==> config.mk <==
export PLATFORM = sky130hd
export DESIGN_NAME = heading_pi_differential_drive_top_flat
export DESIGN_NICKNAME = d
export VERILOG_FILES = /design/src/sv/hpd_pkg.sv /design/src/sv/hpd_in_if.sv /design/src/sv/hpd_out_if.sv /design/src/sv/hpd_cfg_if.sv /design/src/sv/heading_pi_differential_drive_top.sv /design/src/sv/hpd_serial_mul.sv /design/src/flat_wrapper.sv
export SDC_FILE = /design/constraint.sdc
export NUM_CORES = 1
export LEC_CHECK = 0
export ABC_AREA = 0
export BUFFER_PORTS_ARGS = -buffer_cell sky130_fd_sc_hd__buf_2
export CORE_MARGIN = 8
export CORE_UTILIZATION = 43
export DETAILED_ROUTE_END_ITERATION = 8
export GPL_TIMING_DRIVEN = 0
export PLACE_DENSITY_LB_ADDON = 0.3
export SETUP_SLACK_MARGIN = 0.1
export SLEW_MARGIN = 20
export SYNTH_ARGS = -nofsm -noshare
export SYNTH_HDL_FRONTEND = slang
export SYNTH_HIERARCHICAL = 1
export SYNTH_SLANG_ARGS = --single-unit
==> constraint.sdc <==
create_clock -name clk -period 9.05 [get_ports clk]
set_input_delay 0.4525 -clock clk [delete_from_list [all_inputs] [get_ports clk]]
set_output_delay 0.4525 -clock clk [all_outputs]
set_load 0.05 [all_outputs]
==> src/sv/hpd_pkg.sv <==
package hpd_pkg;

  // Angle format: Q(2).ANGLE_FRAC_BITS plus sign
  localparam int ANGLE_FRAC_BITS = 13;
  localparam int ANG_W           = ANGLE_FRAC_BITS + 3;

  localparam longint PI_Q29  = 64'sd1686629713;
  localparam longint PI_L    = (PI_Q29 + (64'sd1 <<< (28 - ANGLE_FRAC_BITS)))
                               >>> (29 - ANGLE_FRAC_BITS);
  localparam int     ANG_PI  = int'(PI_L);
  localparam int     ANG_2PI = 2 * ANG_PI;

  // Modulo reduction: bias by 2pi*2^(steps-1), then one restoring step per cycle
  localparam int WRAP_STEPS = 5;
  localparam int WRAP_W     = ANGLE_FRAC_BITS + 9;
  localparam int WRAP_BIAS  = ANG_2PI * (2 ** (WRAP_STEPS - 1));

  // Fixed-point rescale amounts
  localparam int RATE_SHIFT  = 26 - ANGLE_FRAC_BITS;
  localparam int PROP_SHIFT  = ANGLE_FRAC_BITS - 4;
  localparam int INTEG_SHIFT = ANGLE_FRAC_BITS + 8;

  // Serial multiplier: signed A times unsigned B, one bit of B per cycle
  localparam int MUL_A_W = 32;
  localparam int MUL_B_W = 16;
  localparam int MUL_P_W = MUL_A_W + MUL_B_W;

  localparam int U_W = 42 - ANGLE_FRAC_BITS;

  localparam int DATA_W     = 16;
  localparam int CFG_IDX_W  = 3;
  localparam int CFG_DATA_W = 16;

  typedef enum logic [CFG_IDX_W-1:0] {
    CFG_TICK_SECONDS    = 3'd0,
    CFG_ALIGN_THRESHOLD = 3'd1,
    CFG_KP_STRAIGHT     = 3'd2,
    CFG_KP_TURN         = 3'd3,
    CFG_KI_GAIN         = 3'd4,
    CFG_MAX_SPEED       = 3'd5,
    CFG_STRAIGHT_SPEED  = 3'd6
  } cfg_idx_t;

endpackage

==> src/sv/hpd_in_if.sv <==
interface hpd_in_if;
  import hpd_pkg::*;

  logic                     valid;
  logic                     ready;
  logic signed [DATA_W-1:0] gyro_rate;
  logic signed [DATA_W-1:0] target_heading;

  modport source (output valid, gyro_rate, target_heading, input ready);
  modport sink   (input valid, gyro_rate, target_heading, output ready);
endinterface

==> src/sv/hpd_out_if.sv <==
interface hpd_out_if;
  import hpd_pkg::*;

  logic                     valid;
  logic                     ready;
  logic signed [DATA_W-1:0] left_wheel;
  logic signed [DATA_W-1:0] right_wheel;
  logic signed [DATA_W-1:0] heading;
  logic signed [DATA_W-1:0] heading_error;
  logic                     turn_mode;

  modport source (output valid, left_wheel, right_wheel, heading, heading_error, turn_mode,
                  input ready);
  modport sink   (input valid, left_wheel, right_wheel, heading, heading_error, turn_mode,
                  output ready);
endinterface

==> src/sv/hpd_cfg_if.sv <==
interface hpd_cfg_if;
  import hpd_pkg::*;

  logic                  valid;
  logic                  ready;
  logic [CFG_IDX_W-1:0]  index;
  logic [CFG_DATA_W-1:0] data;

  modport source (output valid, index, data, input ready);
  modport sink   (input valid, index, data, output ready);
endinterface

==> src/sv/heading_pi_differential_drive_top.sv <==
// Gain-scheduled PI heading controller. Each input transfer carries one yaw-rate
// sample and a target heading and yields one result: left and right wheel speeds,
// the wrapped heading, the wrapped heading error and the turn-mode flag. The result
// register loads after three 16-step shift-add multiplies (rate times period, kp
// times error, ki times error sum), two modulo-2pi reductions and eight further
// steps; the next item is taken in the cycle after the result reaches the output
// register, so the block takes no new item before the last one is through, and
// a stalled output holds the block until the previous result has been taken.
// Configuration writes are accepted in every cycle and must only be issued while
// the block is idle.
module heading_pi_differential_drive_top (
  input  logic      clk,
  input  logic      rst_n,
  hpd_in_if.sink    in_ch,
  hpd_out_if.source out_ch,
  hpd_cfg_if.sink   cfg_ch
);
  import hpd_pkg::*;

  typedef enum logic [3:0] {
    S_IDLE, S_MUL_RATE, S_DELTA, S_HSUM, S_WRAP_INIT, S_WRAP, S_WRAP_DONE,
    S_SUM, S_MUL_P, S_PROP, S_MUL_I, S_INTEG, S_USUM, S_SPEED, S_OUT
  } state_t;

  localparam int K_W = $clog2(WRAP_STEPS);

  localparam logic signed [WRAP_W:0]    PI_W      = (WRAP_W+1)'(ANG_PI);
  localparam logic [WRAP_W-1:0]         MOD_W     = WRAP_W'(ANG_2PI);
  localparam logic signed [WRAP_W:0]    BIAS_W    = (WRAP_W+1)'(WRAP_BIAS);
  localparam logic signed [MUL_P_W-1:0] RATE_HALF = MUL_P_W'(1) << (RATE_SHIFT - 1);
  localparam logic signed [MUL_P_W-1:0] PROP_HALF = MUL_P_W'(1) << (PROP_SHIFT - 1);
  localparam logic signed [MUL_P_W-1:0] INTG_HALF = MUL_P_W'(1) << (INTEG_SHIFT - 1);

  // configuration
  logic [15:0] tick_r;
  logic [14:0] thr_r;
  logic [11:0] kp_s_r;
  logic [11:0] kp_t_r;
  logic [15:0] ki_r;
  logic [14:0] max_r;
  logic [14:0] base_spd_r;

  // control state
  state_t                   state_r;
  logic                     out_valid_r;
  logic                     phase_r;
  logic                     inr_r;
  logic [K_W-1:0]           k_r;
  logic signed [ANG_W-1:0]  heading_acc_r;
  logic signed [ANG_W-1:0]  last_err_r;
  logic signed [31:0]       esum_r;

  // working payload
  logic signed [DATA_W-1:0] tgt_r;
  logic                     turn_r;
  logic signed [WRAP_W:0]   a_r;
  logic [WRAP_W-1:0]        v_r;
  logic signed [ANG_W-1:0]  h_r;
  logic signed [ANG_W-1:0]  err_r;
  logic signed [U_W-1:0]    prop_r;
  logic signed [U_W-1:0]    u_r;
  logic signed [DATA_W-1:0] ls_r;
  logic signed [DATA_W-1:0] rs_r;

  // output register
  logic signed [DATA_W-1:0] o_left_r;
  logic signed [DATA_W-1:0] o_right_r;
  logic signed [DATA_W-1:0] o_head_r;
  logic signed [DATA_W-1:0] o_err_r;
  logic                     o_turn_r;

  // serial multiplier
  logic                       mul_start;
  logic signed [MUL_A_W-1:0]  mul_a;
  logic [MUL_B_W-1:0]         mul_b;
  logic                       mul_done;
  logic signed [MUL_P_W-1:0]  mul_prod;

  // datapath helpers
  logic                       in_acc;
  logic                       out_free;
  logic                       out_load;
  logic signed [ANG_W-1:0]    mag;
  logic [WRAP_W-1:0]          mod_k;
  logic signed [WRAP_W:0]     v_nxt;
  logic signed [WRAP_W:0]     wrapped;
  logic signed [ANG_W-1:0]    res;
  logic signed [32:0]         esum_nxt;
  logic signed [MUL_P_W-1:0]  rnd_rate;
  logic signed [MUL_P_W-1:0]  rnd_prop;
  logic signed [MUL_P_W-1:0]  rnd_intg;
  logic signed [U_W:0]        base_s;
  logic signed [U_W:0]        lim_s;
  logic signed [U_W:0]        r_sum;
  logic signed [U_W:0]        l_sum;

  function automatic logic signed [DATA_W-1:0] clamp_spd(logic signed [U_W:0] v,
                                                         logic signed [U_W:0] lim);
    logic signed [U_W:0] c;
    c = v;
    if (v > lim) c = lim;
    if (v < -lim) c = -lim;
    return DATA_W'(c);
  endfunction

  hpd_serial_mul u_mul (
    .clk   (clk),
    .rst_n (rst_n),
    .start (mul_start),
    .a     (mul_a),
    .b     (mul_b),
    .done  (mul_done),
    .prod  (mul_prod)
  );

  assign in_ch.ready  = (state_r == S_IDLE);
  assign cfg_ch.ready = 1'b1;
  assign in_acc       = in_ch.valid && in_ch.ready;
  assign out_free     = !out_valid_r || out_ch.ready;
  assign out_load     = (state_r == S_OUT) && out_free;

  always_comb begin
    mul_start = 1'b0;
    mul_a     = MUL_A_W'(in_ch.gyro_rate);
    mul_b     = tick_r;
    case (state_r)
      S_IDLE: mul_start = in_acc;
      S_SUM: begin
        mul_start = 1'b1;
        mul_a     = MUL_A_W'(err_r);
        mul_b     = MUL_B_W'(turn_r ? kp_t_r : kp_s_r);
      end
      S_PROP: begin
        mul_start = 1'b1;
        mul_a     = esum_r;
        mul_b     = ki_r;
      end
      default: ;
    endcase
  end

  assign mag      = last_err_r < 0 ? -last_err_r : last_err_r;
  assign mod_k    = MOD_W << k_r;
  assign v_nxt    = a_r + PI_W + BIAS_W;
  assign wrapped  = $signed({1'b0, v_r}) - PI_W;
  // exactly +-pi stays as it is
  assign res      = inr_r ? a_r[ANG_W-1:0] : wrapped[ANG_W-1:0];
  assign esum_nxt = 33'(esum_r) + 33'(err_r);
  assign rnd_rate = (mul_prod + RATE_HALF) >>> RATE_SHIFT;
  assign rnd_prop = (mul_prod + PROP_HALF) >>> PROP_SHIFT;
  assign rnd_intg = (mul_prod + INTG_HALF) >>> INTEG_SHIFT;
  assign base_s   = turn_r ? '0 : (U_W+1)'($signed({1'b0, base_spd_r}));
  assign lim_s    = (U_W+1)'($signed({1'b0, max_r}));
  assign r_sum    = base_s + (U_W+1)'(u_r);
  assign l_sum    = base_s - (U_W+1)'(u_r);

  always_ff @(posedge clk) begin
    if (!rst_n) begin
      state_r       <= S_IDLE;
      out_valid_r   <= 1'b0;
      phase_r       <= 1'b0;
      inr_r         <= 1'b0;
      k_r           <= '0;
      heading_acc_r <= '0;
      last_err_r    <= '0;
      esum_r        <= '0;
      tick_r        <= 16'd4194;
      thr_r         <= 15'd819;
      kp_s_r        <= 12'd240;
      kp_t_r        <= 12'd800;
      ki_r          <= 16'd0;
      max_r         <= 15'd2145;
      base_spd_r    <= 15'd2145;
    end else begin
      if (cfg_ch.valid && cfg_ch.ready) begin
        unique case (cfg_ch.index)
          CFG_TICK_SECONDS:    tick_r     <= cfg_ch.data;
          CFG_ALIGN_THRESHOLD: thr_r      <= cfg_ch.data[14:0];
          CFG_KP_STRAIGHT:     kp_s_r     <= cfg_ch.data[11:0];
          CFG_KP_TURN:         kp_t_r     <= cfg_ch.data[11:0];
          CFG_KI_GAIN:         ki_r       <= cfg_ch.data;
          CFG_MAX_SPEED:       max_r      <= cfg_ch.data[14:0];
          CFG_STRAIGHT_SPEED:  base_spd_r <= cfg_ch.data[14:0];
          default: ;
        endcase
      end

      if (out_load) begin
        out_valid_r <= 1'b1;
      end else if (out_ch.ready) begin
        out_valid_r <= 1'b0;
      end

      unique case (state_r)
        S_IDLE: begin
          if (in_acc) begin
            tgt_r   <= in_ch.target_heading;
            // gain set comes from the previous tick's error
            turn_r  <= !((ANG_W+1)'(unsigned'(mag)) < (ANG_W+1)'(thr_r));
            phase_r <= 1'b0;
            state_r <= S_MUL_RATE;
          end
        end
        S_MUL_RATE: if (mul_done) state_r <= S_DELTA;
        S_DELTA: begin
          a_r     <= rnd_rate[WRAP_W:0];
          state_r <= S_HSUM;
        end
        S_HSUM: begin
          a_r     <= a_r + (WRAP_W+1)'(heading_acc_r);
          state_r <= S_WRAP_INIT;
        end
        S_WRAP_INIT: begin
          inr_r   <= (a_r <= PI_W) && (a_r >= -PI_W);
          v_r     <= v_nxt[WRAP_W-1:0];
          k_r     <= K_W'(WRAP_STEPS - 1);
          state_r <= S_WRAP;
        end
        S_WRAP: begin
          if (v_r >= mod_k) v_r <= v_r - mod_k;
          k_r <= k_r - 1'b1;
          if (k_r == '0) state_r <= S_WRAP_DONE;
        end
        S_WRAP_DONE: begin
          if (!phase_r) begin
            h_r           <= res;
            heading_acc_r <= res;
            a_r           <= (WRAP_W+1)'(tgt_r) - (WRAP_W+1)'(res);
            phase_r       <= 1'b1;
            state_r       <= S_WRAP_INIT;
          end else begin
            err_r      <= res;
            last_err_r <= res;
            state_r    <= S_SUM;
          end
        end
        S_SUM: begin
          // saturate at the 32-bit limits
          if (esum_nxt[32] != esum_nxt[31]) begin
            esum_r <= esum_nxt[32] ? 32'sh8000_0000 : 32'sh7FFF_FFFF;
          end else begin
            esum_r <= esum_nxt[31:0];
          end
          state_r <= S_MUL_P;
        end
        S_MUL_P: if (mul_done) state_r <= S_PROP;
        S_PROP: begin
          prop_r  <= rnd_prop[U_W-1:0];
          state_r <= S_MUL_I;
        end
        S_MUL_I: if (mul_done) state_r <= S_INTEG;
        S_INTEG: begin
          u_r     <= rnd_intg[U_W-1:0];
          state_r <= S_USUM;
        end
        S_USUM: begin
          u_r     <= u_r + prop_r;
          state_r <= S_SPEED;
        end
        S_SPEED: begin
          rs_r    <= clamp_spd(r_sum, lim_s);
          ls_r    <= clamp_spd(l_sum, lim_s);
          state_r <= S_OUT;
        end
        S_OUT: begin
          // hold until the output register is free
          if (out_free) begin
            o_left_r  <= ls_r;
            o_right_r <= rs_r;
            o_head_r  <= DATA_W'(h_r);
            o_err_r   <= DATA_W'(err_r);
            o_turn_r  <= turn_r;
            state_r   <= S_IDLE;
          end
        end
        default: state_r <= S_IDLE;
      endcase
    end
  end

  assign out_ch.valid         = out_valid_r;
  assign out_ch.left_wheel    = o_left_r;
  assign out_ch.right_wheel   = o_right_r;
  assign out_ch.heading       = o_head_r;
  assign out_ch.heading_error = o_err_r;
  assign out_ch.turn_mode     = o_turn_r;

  a_out_from_final: assert property (@(posedge clk) disable iff (!rst_n)
    $rose(out_valid_r) |-> $past(state_r == S_OUT))
    else $error("result presented without finishing an item");

  a_turn_symmetric: assert property (@(posedge clk) disable iff (!rst_n)
    (out_valid_r && o_turn_r) |-> (o_left_r == -o_right_r))
    else $error("turn mode speeds are not mirrored");

  a_heading_range: assert property (@(posedge clk) disable iff (!rst_n)
    (state_r == S_WRAP_DONE) |-> (res <= ANG_W'(ANG_PI)) && (res >= -ANG_W'(ANG_PI)))
    else $error("wrapped angle outside [-pi, pi]");

  a_mul_done_waited: assert property (@(posedge clk) disable iff (!rst_n)
    mul_done |-> (state_r == S_MUL_RATE || state_r == S_MUL_P || state_r == S_MUL_I))
    else $error("multiplier finished outside a wait state");

endmodule

==> src/sv/hpd_serial_mul.sv <==
module hpd_serial_mul (
  input  logic                               clk,
  input  logic                               rst_n,
  input  logic                               start,
  input  logic signed [hpd_pkg::MUL_A_W-1:0] a,
  input  logic        [hpd_pkg::MUL_B_W-1:0] b,
  output logic                               done,
  output logic signed [hpd_pkg::MUL_P_W-1:0] prod
);
  import hpd_pkg::*;

  localparam int CNT_W = $clog2(MUL_B_W);
  localparam logic [CNT_W-1:0] CNT_LAST = CNT_W'(MUL_B_W - 1);

  logic                      busy_r;
  logic                      done_r;
  logic [CNT_W-1:0]          cnt_r;
  logic signed [MUL_A_W:0]   hi_r;
  logic [MUL_B_W-1:0]        lo_r;
  logic signed [MUL_A_W:0]   a_r;
  logic signed [MUL_A_W:0]   hi_sum;

  // add the multiplicand when the low multiplier bit is set
  assign hi_sum = lo_r[0] ? hi_r + a_r : hi_r;

  always_ff @(posedge clk) begin
    if (!rst_n) begin
      busy_r <= 1'b0;
      done_r <= 1'b0;
      cnt_r  <= '0;
    end else begin
      done_r <= 1'b0;
      if (start) begin
        busy_r <= 1'b1;
        cnt_r  <= '0;
        hi_r   <= '0;
        lo_r   <= b;
        a_r    <= (MUL_A_W+1)'(a);
      end else if (busy_r) begin
        hi_r  <= hi_sum >>> 1;
        lo_r  <= {hi_sum[0], lo_r[MUL_B_W-1:1]};
        cnt_r <= cnt_r + 1'b1;
        if (cnt_r == CNT_LAST) begin
          busy_r <= 1'b0;
          done_r <= 1'b1;
        end
      end
    end
  end

  assign done = done_r;
  assign prod = {hi_r[MUL_A_W-1:0], lo_r};

endmodule
==> src/flat_wrapper.sv <==
// flat-port wrapper written by rule: the top's interface ports become plain ports
module heading_pi_differential_drive_top_flat import hpd_pkg::*;
  (clk, rst_n, in_ch_valid, in_ch_gyro_rate, in_ch_target_heading, in_ch_ready, out_ch_valid, out_ch_left_wheel, out_ch_right_wheel, out_ch_heading, out_ch_heading_error, out_ch_turn_mode, out_ch_ready, cfg_ch_valid, cfg_ch_index, cfg_ch_data, cfg_ch_ready);
  hpd_in_if in_ch_i ();
  hpd_out_if out_ch_i ();
  hpd_cfg_if cfg_ch_i ();
  input  logic clk;
  input  logic rst_n;
  input wire logic [$bits(in_ch_i.valid)-1:0] in_ch_valid;
  input wire logic [$bits(in_ch_i.gyro_rate)-1:0] in_ch_gyro_rate;
  input wire logic [$bits(in_ch_i.target_heading)-1:0] in_ch_target_heading;
  output wire logic [$bits(in_ch_i.ready)-1:0] in_ch_ready;
  output wire logic [$bits(out_ch_i.valid)-1:0] out_ch_valid;
  output wire logic [$bits(out_ch_i.left_wheel)-1:0] out_ch_left_wheel;
  output wire logic [$bits(out_ch_i.right_wheel)-1:0] out_ch_right_wheel;
  output wire logic [$bits(out_ch_i.heading)-1:0] out_ch_heading;
  output wire logic [$bits(out_ch_i.heading_error)-1:0] out_ch_heading_error;
  output wire logic [$bits(out_ch_i.turn_mode)-1:0] out_ch_turn_mode;
  input wire logic [$bits(out_ch_i.ready)-1:0] out_ch_ready;
  input wire logic [$bits(cfg_ch_i.valid)-1:0] cfg_ch_valid;
  input wire logic [$bits(cfg_ch_i.index)-1:0] cfg_ch_index;
  input wire logic [$bits(cfg_ch_i.data)-1:0] cfg_ch_data;
  output wire logic [$bits(cfg_ch_i.ready)-1:0] cfg_ch_ready;
  assign in_ch_i.valid = in_ch_valid;
  assign in_ch_i.gyro_rate = in_ch_gyro_rate;
  assign in_ch_i.target_heading = in_ch_target_heading;
  assign in_ch_ready = in_ch_i.ready;
  assign out_ch_valid = out_ch_i.valid;
  assign out_ch_left_wheel = out_ch_i.left_wheel;
  assign out_ch_right_wheel = out_ch_i.right_wheel;
  assign out_ch_heading = out_ch_i.heading;
  assign out_ch_heading_error = out_ch_i.heading_error;
  assign out_ch_turn_mode = out_ch_i.turn_mode;
  assign out_ch_i.ready = out_ch_ready;
  assign cfg_ch_i.valid = cfg_ch_valid;
  assign cfg_ch_i.index = cfg_ch_index;
  assign cfg_ch_i.data = cfg_ch_data;
  assign cfg_ch_ready = cfg_ch_i.ready;
  heading_pi_differential_drive_top u_core (.clk(clk), .rst_n(rst_n), .in_ch(in_ch_i), .out_ch(out_ch_i), .cfg_ch(cfg_ch_i));
endmodule
## After elaboration in Yosys (flattened, before gate mapping)

Index checks and enable logic that the tools add are counted.

- Flip-flop bits (word level): 511
- Input port bits: 56
- Logic and storage cells: 176
- Output and inout bits: 68

- Equality and inequality tests: 30
- Add/subtract/negate cells: 18
- Magnitude comparators: 9
- Reduce and logical (&&, ||, !) cells: 40
- Shift-type cells: 1
- Multiplexer cells: 39
- Bitwise operators: 3

Operators with widths:

| kind | count |
|---|---|
| $mux 16 | 8 |
| $pmux 23 s3 | 1 |
| $mux 33 | 2 |
| $mux 32 | 2 |
| $pmux 32 s2 | 1 |
| $gt 30x16->1 | 2 |
| $lt 30x30->1 | 2 |
| $pmux 4 s15 | 1 |
| $pmux 29 s2 | 1 |
| $add 48x22->48 const B | 1 |
| $pmux 22 s2 | 1 |
| $add 38x10->38 const B | 1 |
| $add 36x14->36 const B | 1 |
| $add 32x16->33 | 1 |
| $add 33x32->33 | 1 |
| $eq 4x4->1 const B | 8 |
| $pmux 16 s2 | 1 |
| $add 16x29->30 | 1 |
| $neg 15->30 | 1 |
| $reduce_and 2->1 | 15 |
| $sub 16x29->30 | 1 |
| $add 29x29->29 | 1 |
| $mux 4 | 6 |
| $add 23x16->23 | 1 |
| 43 further kinds | 79 |

## Depth between registers and ports, before layout

Gate-level depths: netlist of the first run.

- Depth in word-level cells: 5
- Depth in mapped cells: 30
- Mapped depth without buffers: 25

## By module

Netlist of the first run, hierarchy kept.

Modules (own cells, without submodules):

| module | sequential area each (um^2) | times used | cells each | area each (um^2) |
|---|---|---|---|---|
| heading_pi_differential_drive_top | 10980.5 | 1 | 3330 | 29907.4 |
| hpd_serial_mul | 2522.4 | 1 | 480 | 5223.8 |

## Worst setup path before layout of the first run

Ideal clock, no wire load.

- Path kind: reg-to-reg
- From: register u_core.turn_r
- To: register u_core.ls_r[2], data pin
- Arrival: 6.345 ns
- Path buffers: 9
- Path slack: 2.445 ns
- Stages on the path, launching flop included: 29
- Clock period less this slack: 6.605 ns
- Cells stage by stage: edfxtp_1 buf_2 buf_1 clkbuf_1 buf_1 nor2b_1 ha_1 buf_4 and3_1 nand2_1 or3_1 clkbuf_1 o31a_1 buf_6 or3_4 and2_1 ha_1 nor2b_1 o21ai_0 nor4bb_1 o21ai_0 or3_1 a31oi_1 or3_1 a41o_1 clkbuf_1 clkbuf_1 mux2_2 a221o_1

- Longest elaborated chain between the ends: 5
- Elaborated cells between the ends (all ways): 6
- Classes of those cells: 1 x add/sub; 2 x order compare; 3 x mux

RTL lines:

| item | RTL line | RTL |
|---|---|---|
| start: declaration | heading_pi_differential_drive_top.sv:55 | `logic turn_r;` |
| start signal: assignment | heading_pi_differential_drive_top.sv:199 | `turn_r <= !((ANG_W+1)'(unsigned'(mag)) < (ANG_W+1)'(thr_r));` |
| $mux 15 (*) | heading_pi_differential_drive_top.sv:152 | `assign base_s = turn_r ? '0 : (U_W+1)'($signed({1'b0, base_spd_r}));` |
| $sub 16x29->30 (*) | heading_pi_differential_drive_top.sv:155 | `assign l_sum = base_s - (U_W+1)'(u_r);` |
| $gt 30x16->1 | heading_pi_differential_drive_top.sv:101 | `if (v > lim) c = lim;` |
| $mux 16 | heading_pi_differential_drive_top.sv:101 |  |
| $mux 16 (*) | heading_pi_differential_drive_top.sv:102 | `if (v < -lim) c = -lim;` |
| end signal: assignment | heading_pi_differential_drive_top.sv:262 | `ls_r <= clamp_spd(l_sum, lim_s);` |
| end: declaration | heading_pi_differential_drive_top.sv:62 | `logic signed [DATA_W-1:0] ls_r;` |

Every way passes the cells marked *; elsewhere a longest branch is shown, timed or not.
A chain may end at the register's enable or synchronous reset.

## Final worst setup path of the first run

- From: register u_core.turn_r
- To: register u_core.ls_r[6], data pin

The elaborated chain is that of the path after synthesis.

==> results of run 1 <==
-- routing by layer --
| metal | up-vias | part of all wire (%) | wire (µm) | global-route usage, % |
|---|---|---|---|---|
| li1 | 14348 | - | - | - |
| met1 | 13961 | 44 | 45500 | 29.2 |
| met2 | 940 | 47 | 48500 | 37.2 |
| met3 | 197 | 5.9 | 6080 | 2.80 |
| met4 | 2 | 3.7 | 3850 | 7.91 |
| met5 | - | 0.013 | 13 | 0 |
-- stage by stage --
step / hold WS, ns / utilization [%] / instances / total power (µW) / cell area, µm²
after global placement: 0.401 / 45.5 / 5002 / 4840 / 37100
after floorplan: 0.400 / - / 3810 / 4270 / 35100
after global routing: 0.0941 / 48.3 / 5131 / 7600 / 39300
after CTS: 0.0778 / 48.3 / 5131 / 7260 / 39300
after detailed placement: 0.405 / 45.7 / 5007 / 4850 / 37200
final: 0.104 / 48.3 / 5132 / 7240 / 39300
-- final timing paths --
check	start	endpoint	slack [ns]	depth (start not counted)
worst max-delay path	u_core/turn_r	u_core/ls_r[6]	0.70	25
worst min-delay path	cfg_ch_data[15]	u_core/ki_r[15]	0.10	3
worst max register to register	u_core/turn_r	u_core/ls_r[6]	0.70	25
worst min register to register	u_core/rs_r[14]	u_core/out_ch.right_wheel[14]	0.41	0
-- worst reg2reg max path, stage by stage, from the launching register on --
cell	delay [ns]
edfxtp_1	0.51
buf_2	0.27
buf_1	0.35
clkbuf_1	0.46
clkbuf_2	0.37
nor2b_1	0.15
ha_1	0.30
clkbuf_1	0.21
a21o_1	0.23
a21o_1	0.20
a221oi_1	0.58
o21ai_0	0.16
nor4bb_1	0.74
ha_1	0.38
o21ai_0	0.07
nor4bb_1	0.34
o21ai_0	0.18
or3_1	0.46
a31oi_1	0.20
or3_1	0.13
a41o_1	0.16
clkbuf_1	0.41
clkbuf_2	0.38
clkbuf_1	0.47
nor3b_1	0.10
a211o_1	0.27
-- cell type report --
| cell class | instances | area [µm²] |
|---|---|---|
| Buffer | 185 | 791 |
| Clock buffer | 66 | 1520 |
| Fill cell | 7772 | 42100 |
| Inverter | 155 | 582 |
| Multi-Input combinational cell | 2960 | 20300 |
| Sequential cell | 510 | 13500 |
| Antenna cell | 1 | 2.50 |
| Timing Repair Buffer | 143 | 870 |
| Clock inverter | 42 | 425 |
| Tap cell | 1070 | 1340 |
-- report_power, final --
group | internal, µW | switching [µW]
clock | 1370 | 1030
combinational | 739 | 1190
sequential | 2730 | 191
total | 4840 | 2400
-- logic make-up after synthesis --
| kind of cell | Yosys count |
|---|---|
| AND/OR/NAND/NOR | 1234 |
| multiplexers | 92 |
| other | 1 |
| XOR/XNOR | 287 |
| buffers and inverters | 340 |
| adder cells (fa/ha/maj) | 323 |
| flip-flops | 510 |
| AO/OA/AOI/OAI | 1023 |
-- registers in the layout (all words and copies together), names as in the netlist, 22 cells and up --
signal and count:
u_core/esum_r 32, u_core/v_r 22, u_core/u_mul/a_r 32, u_core/u_r 29, u_core/a_r 23, u_core/prop_r 29, u_core/u_mul/hi_r 32
-- what timing repair did --
action | in CTS | in global routing
gates resized for setup | 0 | 3
hold buffers | 16 | 0
setup endpoints to repair | 0 | 12
setup buffers | 0 | 0
hold endpoints to repair | 16 | 0
-- synth_stat cells, types with 15 or more instances --
library cell / instances
a211oi_1: 26
a21boi_0: 101
a21o_1: 89
a21oi_1: 245
a221o_1: 27
a22oi_1: 26
a31oi_1: 28
and2_1: 31
and3_1: 39
buf_1: 16
clkbuf_1: 143
dfxtp_1: 181
edfxtp_1: 329
ha_1: 288
inv_1: 153
maj3_1: 30
mux2_2: 26
mux2i_1: 64
nand2_1: 511
nand2b_1: 41
nand3_1: 100
nand4_1: 35
nor2_1: 223
nor2b_1: 54
nor3_1: 73
nor3b_1: 20
nor4_1: 15
o211a_1: 29
o211ai_1: 30
o21a_1: 28
o21ai_0: 181
o21bai_1: 25
o31ai_1: 31
or3_1: 36
xnor2_1: 191
xor2_1: 96
==> flow_summary.yaml, run 1 <==
clock_network:
  cts-root-buf: "clkbuf_16"
  numCtsBuffers: 57
  h-tree-depth: 2
  clock_latency_ns: 0.63
  cts_tree: "done"
  clk_pin_slew_ns: 0.06
  clock_path_buffers: 3
  cts_sinks: 510
layout:
  final_cell_mix: "nand2_1 (511), edfxtp_1 (329), ha_1 (288), a21oi_1 (244), nor2_1 (221)"
  mostFrequentLayoutCell: "nand2_1"
  fin_nets: 4361
  syn_to_final_growth_pct: 11.9
  drive_gt1_share_pct: 8.10
detailed_routing:
  vias_per_cell: 5.74
  drc: 0
  drt_iter0_drc: 2295
  vias: 29448
  drtPass1Iterations: 5
  wire_per_inst_um: 20.3
  wl_um: 104000
  ant_nets: 0
synthesis:
  yosys_most_used_dff: "edfxtp_1"
  yosys.area_share.xor_xnor_pct: 7.16
  synth_top_family_by_area: "compound AO/OA/AOI/OAI gates"
  synthSimpleGateAreaFrac_pct: 16.5
  synth-compound-area-share_pct: 19.9
  synth_cells: 3810
  syn_area_um2: 35100
  ys_top_cells_by_area: "edfxtp_1 (28%), dfxtp_1 (10%), ha_1 (10%)"
  yosys_warnings: 6
  yosys-mux-area-fraction_pct: 2.72
  ys_seq_area_share_pct: 38.4
  yosys.area.top_type_share_pct: 28.1
  ys_types: 105
  yosysTopAreaCell: "edfxtp_1"
  synth_edf_count: 329
  ys_ff_latch: 510
  async_flop_share_pct: 0
  syn-num-nets: 4159
  avgSynthCellArea_um2: 9.22
  synthAdderAreaFrac_pct: 11.4
critical_path:
  critPathMaxStageDelay_ns: 0.74
  path_buf_inv: 8
  path_max_fanout: 10
  crit_slowest_cell: "nor4bb_1"
  required_ns: 9.42
  critical-path-top-delay-family: "buffers and inverters"
  path_common_cell: "clkbuf_1"
  endpoint_kind: "register"
  critical_path_class: "reg -> reg"
  crit_arrival_ns: 8.71
  startpoint_type: "register"
sta:
  layout_setup_ws_ns: 0.703
  maxSlewHeadroom_pct: 25.7
  fmax_mhz: 120
  setup_viol: 0
  period_minus_slack_ns: 8.35
  finalHoldViolCount: 0
  worst_slew_pin_slew_ns: 1.10
  finalClockSkew_ns: 0.0320
  finalCritPeriodShare_pct: 92.2
  maxSlewViolCount: 0
  rsz0062_at_grt: "false"
  tns_ns: 0
power:
  powerDensity_nw_per_um2: 184
  p_leak_uw: 0.0157
  peakVddDrop_mv: 0.169
place:
  gp_congestion: 0.939
  portBuffers: 122
  place_ws_ns: 0.424
  place_hpwl_um: 79500
global_route:
  grt_start_max_net_pins: 50
  grt_pass1_wl_um: 161000
  antenna_found_initial: 2
  overflow: 0
  grt_pass1_vias: 28429
  grt.total_usage_pct: 22.1
worst_hold_path:
  hold_class: "in -> reg"
floorplan:
  die-area_um2: 91100
  die_y_um: 302
  start_util_pct: 43.1
  row_count: 105
  ios: 124
  die_width_um: 302
  placeableCoreArea_um2: 81500
run:
  drv_cap: 0
run_status:
  outcome: "finished clean"
Note: power is estimated with default switching activity, not from simulation.
==> run 2: changes to the inputs <==
==> constraint.sdc (replaced) <==
create_clock -name clk -period 8.5 [get_ports clk]
set_input_delay 0.425 -clock clk [delete_from_list [all_inputs] [get_ports clk]]
set_output_delay 0.425 -clock clk [all_outputs]
set_load 0.05 [all_outputs]
==> flow_summary.yaml, run 2 (synthesized netlist as in run 1, its figures left out) <==
global_route:
  grt_pass1_vias: 28437
  antenna_found_initial: 2
  grt_pass1_wl_um: 161000
  grt_start_max_net_pins: 50
  grt.total_usage_pct: 22.1
  overflow: 0
power:
  power.switching_uw: 2560
  peakVddDrop_mv: 0.180
  p_leak_uw: 0.0157
  p_int_uw: 5150
  p_total_uw: 7710
  powerDensity_nw_per_um2: 196
  switching_share_pct: 33.2
  power_frac_comb_pct: 26.6
  clkPwrFrac_pct: 33.0
  seqPwrFrac_pct: 40.4
sta:
  fmax_mhz: 126
  maxSlewHeadroom_pct: 23.9
  finalCritPeriodShare_pct: 93.1
  tns_ns: 0
  period_minus_slack_ns: 7.91
  worst_slew_pin_slew_ns: 1.13
  setup_viol: 0
  rsz0062_at_grt: "false"
  finalHoldViolCount: 0
  finalClockSkew_ns: 0.0335
  maxSlewViolCount: 0
critical_path:
  startpoint_type: "register"
  critical_path_class: "reg -> reg"
  path_max_fanout: 10
  crit_slowest_cell: "edfxtp_1"
  reg2reg_depth: 28
  crit_arrival_ns: 8.28
  required_ns: 8.87
  endpoint_kind: "register"
  critPathMaxStageDelay_ns: 0.52
detailed_routing:
  drt_iter0_drc: 2120
  vias: 29421
  drtPass1Iterations: 6
  ant_nets: 0
  vias_per_cell: 5.73
  drc: 0
  wire_per_inst_um: 20.3
  wl_um: 104000
floorplan:
  start_util_pct: 43.1
  row_count: 105
  die_y_um: 302
  ios: 124
  die_width_um: 302
  placeableCoreArea_um2: 81500
  die-area_um2: 91100
place:
  place_hpwl_um: 79500
  portBuffers: 122
  gp_congestion: 0.939
  dpl.cell_count: 5007
clock_network:
  cts_sinks: 510
  h-tree-depth: 2
  clk_pin_slew_ns: 0.06
  numCtsBuffers: 57
  clock_path_buffers: 3
  clock_latency_ns: 0.63
  cts-root-buf: "clkbuf_16"
  cts_tree: "done"
run_status:
  outcome: "finished clean"
layout:
  syn_to_final_growth_pct: 12.0
  fin_nets: 4361
  largestRegisters: "u_core/esum_r (32), u_core/u_mul/a_r (32), u_core/u_mul/hi_r (32)"
  instances_no_fill: 5132
  final_cell_mix: "nand2_1 (511), edfxtp_1 (329), ha_1 (288), a21oi_1 (244), nor2_1 (221)"
  mostFrequentLayoutCell: "nand2_1"
  drive_gt1_share_pct: 8.22
run:
  drv_cap: 0
worst_hold_path:
  hold_class: "in -> reg"
  hold_path_depth: 3
-- run 2: cell counts in the layout (fill, tap and decap cells not counted) --
Identical to the previous run, type by type.
-- run 2: layout make-up --
type,instances,area (µm²)
multi-input combinational,2960,20300
inverter,155,582
sequential,510,13500
timing repair buffer,143,870
buffer,185,795
clock inverter,42,425
antenna,1,2.50
clock buffer,66,1520
fill,7769,42100
tap,1070,1340
-- run 2: worst max-delay path: cells and delay by family (launching register included) --
family / cells / cell delay [ns]
fa+ha+maj: 2 / 0.58
buf+inv: 10 / 3.05
compound gates: 6 / 1.29
simple gates: 10 / 2.23
flops: 1 / 0.52
-- run 2: per-layer routing --
| metal | wire length, µm | global-route usage (%) |
|---|---|---|
| met3 | 6120 | 2.80 |
| met4 | 3860 | 7.91 |
| met2 | 48500 | 37.2 |
| met5 | 13 | 0 |
| met1 | 45600 | 29.2 |
-- run 2: through the flow --
step	cell area (µm²)	hold WS, ns	setup slack (ns)	utilization, %
CTS	39300	0.0503	0.115	48.3
detailed placement	37200	0.405	-0.126	45.7
global placement	37100	0.401	-0.0981	45.5
floorplan	35100	0.400	1.89	-
finish	39300	0.0728	0.588	48.3
global route	39300	0.0666	0.170	48.3
-- run 2: repair_timing --
item | CTS | global route
hold buffers | 16 | 0
endpoints found under the hold margin | 16 | 0
buffers inserted | 0 | 0
resized for setup | 2 | 8
endpoints found under the setup margin | 12 | 16
-- run 2: worst paths after layout --
check,slack (ns),start,endpoint
worst max-delay path,0.59,u_core/turn_r,u_core/ls_r[6]
worst min-delay path,0.07,cfg_ch_data[15],u_core/tick_r[15]
worst max register to register,0.59,u_core/turn_r,u_core/ls_r[6]
worst min register to register,0.41,u_core/rs_r[14],u_core/out_ch.right_wheel[14]
-- run 2: power by group through the flow --
stage	Clock, µW	Combinational [µW]	Sequential [µW]
after floorplan	0	1480	3070
after global placement	0	1990	3160
after detailed placement	0	2010	3160
after CTS	2600	2030	3110
after global routing	2700	2260	3130
final	2540	2050	3110
